<file path="src/rtl/core/ple_pkg.sv">
// Package for the positional list engine: request/response payload types,
// operation and status codes, controller/datapath command and status structs.
// No dependencies.
`default_nettype none

package ple_pkg;

    localparam int MODE_W  = 3;
    localparam int POS_W   = 9;
    localparam int VAL_W   = 32;
    localparam int ST_W    = 2;
    localparam int CNT_W   = 9;
    localparam int DEPTH_DEF = 256;

    // operation codes
    localparam logic [MODE_W-1:0] MODE_PUSH_FRONT = 3'd0;
    localparam logic [MODE_W-1:0] MODE_PUSH_TAIL  = 3'd1;
    localparam logic [MODE_W-1:0] MODE_POP_FRONT  = 3'd2;
    localparam logic [MODE_W-1:0] MODE_POP_TAIL   = 3'd3;
    localparam logic [MODE_W-1:0] MODE_INSERT     = 3'd4;
    localparam logic [MODE_W-1:0] MODE_ERASE      = 3'd5;

    // result status codes
    localparam logic [ST_W-1:0] ST_OK    = 2'd0;
    localparam logic [ST_W-1:0] ST_EMPTY = 2'd1;
    localparam logic [ST_W-1:0] ST_FULL  = 2'd2;
    localparam logic [ST_W-1:0] ST_RANGE = 2'd3;

    // decoded operation kind
    localparam logic [1:0] KIND_NONE = 2'd0;
    localparam logic [1:0] KIND_INS  = 2'd1;
    localparam logic [1:0] KIND_REM  = 2'd2;

    // memory write address/data select
    localparam logic [1:0] WR_UP   = 2'd0;  // mem[idx+1] <= read data
    localparam logic [1:0] WR_DOWN = 2'd1;  // mem[idx]   <= read data
    localparam logic [1:0] WR_NEW  = 2'd2;  // mem[pos]   <= request value

    // memory read address select
    localparam logic RD_IDX  = 1'b0;
    localparam logic RD_NEXT = 1'b1;

    typedef struct packed {
        logic [MODE_W-1:0]       mode;
        logic [POS_W-1:0]        position;
        logic signed [VAL_W-1:0] value;
    } t_req;

    typedef struct packed {
        logic signed [VAL_W-1:0] removed_value;
        logic [ST_W-1:0]         status;
        logic [CNT_W-1:0]        count;
    } t_rsp;

    typedef struct packed {
        logic       ld_req;      // capture request
        logic       decode;      // load position/index, preset result
        logic       idx_inc;
        logic       idx_dec;
        logic       rd_en;
        logic       rd_sel;
        logic       wr_en;
        logic [1:0] wr_mode;
        logic       cap_removed;
        logic       cnt_inc;
        logic       cnt_dec;
        logic       out_load;
    } t_dp_cmd;

    typedef struct packed {
        logic [1:0] kind;
        logic       pos_eq_cnt;   // insert lands at the tail
        logic       idx_eq_pos;
        logic       idx_is_last;  // idx + 1 == count
        logic       idx_nxt_last; // idx + 2 == count
    } t_dp_sts;

endpackage

`default_nettype wire

</file>
<file path="src/rtl/core/ple_ctrl.sv">
// Controller of the positional list engine: sequences decode, shift loops
// and response handoff; owns both handshakes. Uses ple_pkg.
`default_nettype none

module ple_ctrl
    import ple_pkg::*;
(
    input  wire        i_clk,
    input  wire        i_rst_n,
    input  wire        i_req_valid,
    output logic       o_req_ready,
    output logic       o_rsp_valid,
    input  wire        i_rsp_ready,
    input  t_dp_sts    i_sts,
    output t_dp_cmd    o_cmd
);

    localparam logic [3:0] S_IDLE    = 4'd0;
    localparam logic [3:0] S_DEC     = 4'd1;
    localparam logic [3:0] S_INS_CHK = 4'd2;
    localparam logic [3:0] S_INS_RD  = 4'd3;
    localparam logic [3:0] S_INS_WR  = 4'd4;
    localparam logic [3:0] S_INS_PUT = 4'd5;
    localparam logic [3:0] S_RM_RD   = 4'd6;
    localparam logic [3:0] S_RM_CAP  = 4'd7;
    localparam logic [3:0] S_RM_SH   = 4'd8;
    localparam logic [3:0] S_RM_WR   = 4'd9;
    localparam logic [3:0] S_FIN     = 4'd10;

    logic [3:0] r_state;
    logic [3:0] n_state;
    logic       r_out_valid;
    logic       n_out_valid;
    logic       accept;
    logic       out_free;

    assign o_req_ready = (r_state == S_IDLE);
    assign accept      = i_req_valid && o_req_ready;
    assign out_free    = !r_out_valid || i_rsp_ready;
    assign o_rsp_valid = r_out_valid;

    always_comb begin
        n_state = r_state;
        o_cmd   = '0;
        o_cmd.ld_req = accept;
        case (r_state)
            S_IDLE: begin
                if (accept) n_state = S_DEC;
            end
            S_DEC: begin
                o_cmd.decode = 1'b1;
                case (i_sts.kind)
                    KIND_INS: n_state = S_INS_CHK;
                    KIND_REM: n_state = S_RM_RD;
                    default:  n_state = S_FIN;
                endcase
            end
            S_INS_CHK: begin
                // insert at the tail needs no shifting
                if (i_sts.pos_eq_cnt) begin
                    n_state = S_INS_PUT;
                end else begin
                    o_cmd.rd_en  = 1'b1;
                    o_cmd.rd_sel = RD_IDX;
                    n_state      = S_INS_WR;
                end
            end
            S_INS_RD: begin
                o_cmd.rd_en  = 1'b1;
                o_cmd.rd_sel = RD_IDX;
                n_state      = S_INS_WR;
            end
            S_INS_WR: begin
                o_cmd.wr_en   = 1'b1;
                o_cmd.wr_mode = WR_UP;
                if (i_sts.idx_eq_pos) begin
                    n_state = S_INS_PUT;
                end else begin
                    o_cmd.idx_dec = 1'b1;
                    n_state       = S_INS_RD;
                end
            end
            S_INS_PUT: begin
                o_cmd.wr_en   = 1'b1;
                o_cmd.wr_mode = WR_NEW;
                o_cmd.cnt_inc = 1'b1;
                n_state       = S_FIN;
            end
            S_RM_RD: begin
                o_cmd.rd_en  = 1'b1;
                o_cmd.rd_sel = RD_IDX;
                n_state      = S_RM_CAP;
            end
            S_RM_CAP: begin
                o_cmd.cap_removed = 1'b1;
                if (i_sts.idx_is_last) begin
                    o_cmd.cnt_dec = 1'b1;
                    n_state       = S_FIN;
                end else begin
                    o_cmd.rd_en  = 1'b1;
                    o_cmd.rd_sel = RD_NEXT;
                    n_state      = S_RM_WR;
                end
            end
            S_RM_SH: begin
                o_cmd.rd_en  = 1'b1;
                o_cmd.rd_sel = RD_NEXT;
                n_state      = S_RM_WR;
            end
            S_RM_WR: begin
                o_cmd.wr_en   = 1'b1;
                o_cmd.wr_mode = WR_DOWN;
                if (i_sts.idx_nxt_last) begin
                    o_cmd.cnt_dec = 1'b1;
                    n_state       = S_FIN;
                end else begin
                    o_cmd.idx_inc = 1'b1;
                    n_state       = S_RM_SH;
                end
            end
            S_FIN: begin
                // hold until the response register is free
                if (out_free) begin
                    o_cmd.out_load = 1'b1;
                    n_state        = S_IDLE;
                end
            end
            default: begin
                n_state = S_IDLE;
            end
        endcase
    end

    always_comb begin
        n_out_valid = r_out_valid;
        if (o_cmd.out_load) n_out_valid = 1'b1;
        else if (i_rsp_ready) n_out_valid = 1'b0;
    end

    always_ff @(posedge i_clk) begin
        if (!i_rst_n) begin
            r_state     <= S_IDLE;
            r_out_valid <= 1'b0;
        end else begin
            r_state     <= n_state;
            r_out_valid <= n_out_valid;
        end
    end

    a_accept_dec: assert property (@(posedge i_clk) disable iff (!i_rst_n)
        accept |=> (r_state == S_DEC))
        else $error("accepted request not decoded next cycle");

    a_cnt_excl: assert property (@(posedge i_clk) disable iff (!i_rst_n)
        !(o_cmd.cnt_inc && o_cmd.cnt_dec))
        else $error("count incremented and decremented together");

    a_out_slot: assert property (@(posedge i_clk) disable iff (!i_rst_n)
        o_cmd.out_load |-> out_free)
        else $error("response overwritten before taken");

    a_rw_excl: assert property (@(posedge i_clk) disable iff (!i_rst_n)
        !(o_cmd.wr_en && o_cmd.rd_en))
        else $error("memory read and write in the same cycle");

endmodule

`default_nettype wire

</file>
<file path="config.mk">
export PLATFORM = sky130hd
export DESIGN_NAME = ple_ctrl
export DESIGN_NICKNAME = d
export VERILOG_FILES = /design/src/rtl/core/ple_pkg.sv /design/src/rtl/core/ple_ctrl.sv
export SDC_FILE = /design/constraint.sdc
export NUM_CORES = 1
export LEC_CHECK = 0
export ABC_AREA = 1
export BUFFER_PORTS_ARGS = -buffer_cell sky130_fd_sc_hd__buf_2
export CORE_AREA = 2 2 39 41
export DETAILED_ROUTE_END_ITERATION = 16
export DIE_AREA = 0 0 41 43
export MAX_ROUTING_LAYER = met4
export PLACE_DENSITY = 0.71
export SYNTH_ARGS = -nofsm -noshare
export SYNTH_HDL_FRONTEND = slang
export SYNTH_SLANG_ARGS = --single-unit
</file>
<file path="constraint.sdc">
create_clock -name i_clk -period 1.9 [get_ports i_clk]
set_input_delay 0.095 -clock i_clk [delete_from_list [all_inputs] [get_ports i_clk]]
set_output_delay 0.095 -clock i_clk [all_outputs]
set_load 0.01 [all_outputs]
</file>
==> results.toml <==
[clock_tree]
htreeDepth = 1
cts_buffers = 3
cts_buffer_depth = 2
root_buffer = "clkbuf_4"
clock_latency_ns = 0.24
cts_tree = "done"
cts.sinks = 5
hold_buffers = 0
cts-resized-gates = 0
clk_pin_slew_ns = 0.05
post_cts_buffers = 0

[yosys]
synth_top_family_by_area = "simple AND/OR/NAND/NOR gates"
synth_xor_area_share_pct = 0
synth.most_common_cell = "nand2_1"
ys.warnings.count = 0
synth_compound_area_share_pct = 7.92
synthesis.area_um2 = 474
synth_top_cell_by_area = "dfxtp_1"
synth_cells = 85
ys.flop_type = "dfxtp_1"
synthMuxAreaShare_pct = 0
avgSynthCellArea_um2 = 5.58
synth_top_area_share_pct = 21.1
synth.area.top_cells = "dfxtp_1 (21%), nand2_1 (15%), nor2_1 (13%)"
synthAdderAreaFrac_pct = 2.64
ys_seq_area_share_pct = 21.1
synth-edff-count = 0
synth_fp_nets = 96
synthSimpleGateAreaFrac_pct = 47.8
ys_top_cells_by_count = "nand2_1 (19), nor2_1 (17), inv_1 (16)"
ys_seq_elements = 5
synth_cell_type_count = 20
synthArstFlopShare_pct = 0

[die]
ios = 25
dieWidth_um = 41
initial_core_util_pct = 34.3
die_area_um2 = 1760
coreArea_um2 = 1380
die_h_um = 43
rows = 14

[detailed_routing]
first_pass_iters = 4
wl_mm = 1.05
routedWlPerCell_um = 8.30
dr_total_vias = 559
drcViolationCount = 0
dr_wl_met3_um = 78
drtIter0Drc = 19
dr.max_layer_used = "met3"
dr_wl_met2_um = 513
antenna_left = 0
wl_met1_um = 454
viasPerCell = 4.44

[global_route]
grt_antenna_before_repair = 0
grt-ovfl-total = 0
grt_pass1_vias = 440
grt_max_degree = 9
track_usage_pct = 13.1
grt_pass1_wl_mm = 1.59

[placement]
placedCellCount = 122
place.gp.congestion = 0.770
io_buffers = 24
place_hpwl_um = 901

[final_layout]
layout.nets = 122
fin_cells = 126
fill_cells = 156
drive_gt1_share_pct = 34.5
diodes = 0
multiInputGateArea_um2 = 277
regArea_um2 = 100
final_util_pct = 44.4
synthToLayoutAreaGrowth_pct = 29.6

[sta]
holdWs_ns = 0.0511
fin_worst_skew_ns = 0.00778
min_period_ns = 1.45
finalSetupViolations = 0
slew_viol_final = 0
fin_tns_setup_ns = 0
rsz0062_at_grt = "false"
fmax_mhz = 689
final-hold-violation-count = 0
period_share_pct = 76.4
relSlewSlack_pct = 80.4
worst_pin_slew_ns = 0.294

[worst_hold_path]
min_path_cells = 3
hp-start = "i_rst_n"
hold_path_class = "primary input to register"
whs_endpoint = "r_state[3]$_SDFFE_PN0P_"

[setup_path]
path_class = "register to primary output"
r2r.worst_path.cells = 6
required_ns = 1.80
reg2reg_slack_ns = 0.73
r2r-start = "r_state[0]$_SDFFE_PN0P_"
cp-start-kind = "register"
timing.rr.end = "r_state[0]$_SDFFE_PN0P_"
crit_path_end_kind = "primary output"
arrival_ns = 1.36
critical_path.max_fanout = 8

[power_and_ir_drop]
total_power_mw = 0.838
p_leak_nw = 0.370
pwr_density_cell_nw_per_um2 = 1360
peakVddDrop_v = 0.000532

[status]
status = "complete, no violations"

[flow_run]
maxCapViolations = 0
[worst max-delay path, cell delays in order (launching register included)]
cell and delay, ns:
dfxtp_1 0.46, inv_1 0.11, nor2_1 0.13, nand2_1 0.08, o2111ai_1 0.17, buf_2 0.16
[worst max-delay path by stage]
stage,from,end,cells after the start
final,r_state[1]$_SDFFE_PN0P_,o_cmd[8],5
after global routing,r_state[1]$_SDFFE_PN0P_,o_cmd[8],5
after CTS,r_state[1]$_SDFFE_PN0P_,o_cmd[8],5
after detailed placement,r_state[1]$_SDFFE_PN0P_,o_cmd[8],5
after global placement,r_state[1]$_SDFFE_PN0P_,o_cmd[8],5
after floorplan,r_state[1]$_SDFFE_PN0P_,o_cmd[10],6
[through the flow]
| stage | area, um^2 | worst slack [ns] |
|---|---|---|
| 6_report | 614 | 0.449 |
| 5_1_grt | 614 | 0.307 |
| 4_1_cts | 614 | 0.447 |
| 3_5_place_dp | 588 | 0.707 |
| 3_3_place_gp | 588 | 0.724 |
| 2_1_floorplan | 474 | 0.767 |
[cells by family after synthesis]
logic type | Yosys count
compound gates | 6
simple gates | 51
buf+inv | 22
fa+ha+maj | 1
flops | 5
[final cells by class]
class / instances / area share [%]
Inverter: 19 / 11.6
Clock buffer: 4 / 4.28
Sequential cell: 5 / 16.3
Multi-Input combinational cell: 58 / 45.0
Timing Repair Buffer: 24 / 19.6
Tap cell: 16 / 3.26
[metal layers]
metal,track usage (%),vias up
met5,-,-
met4,4.00,0
met3,3.14,0
met2,22.2,18
met1,14.1,238
li1,-,303
[sequential cells by signal, summed over array words and instances, names as in the netlist]
| signal | flops |
|---|---|
| o_rsp_valid | 1 |
| r_state | 4 |
[report_power, final]
part | switching [mW] | leakage, nW | total, mW | internal, mW
Clock | 0.0458 | 0.0150 | 0.125 | 0.0795
Sequential | 0.0494 | 0.0409 | 0.189 | 0.139
Combinational | 0.334 | 0.314 | 0.524 | 0.190
Total | 0.429 | 0.370 | 0.838 | 0.409
[layout by cell type, fill, tap and decap left out, types with 2 or more instances in the layout]
| cell type | count |
|---|---|
| nand2_1 | 19 |
| inv_2 | 3 |
| nand3_1 | 5 |
| clkbuf_4 | 3 |
| inv_1 | 16 |
| nor2_1 | 17 |
| dfxtp_1 | 5 |
| nor2_2 | 2 |
| nand2_2 | 5 |
| buf_2 | 24 |
(Power assumes the default switching activity.)
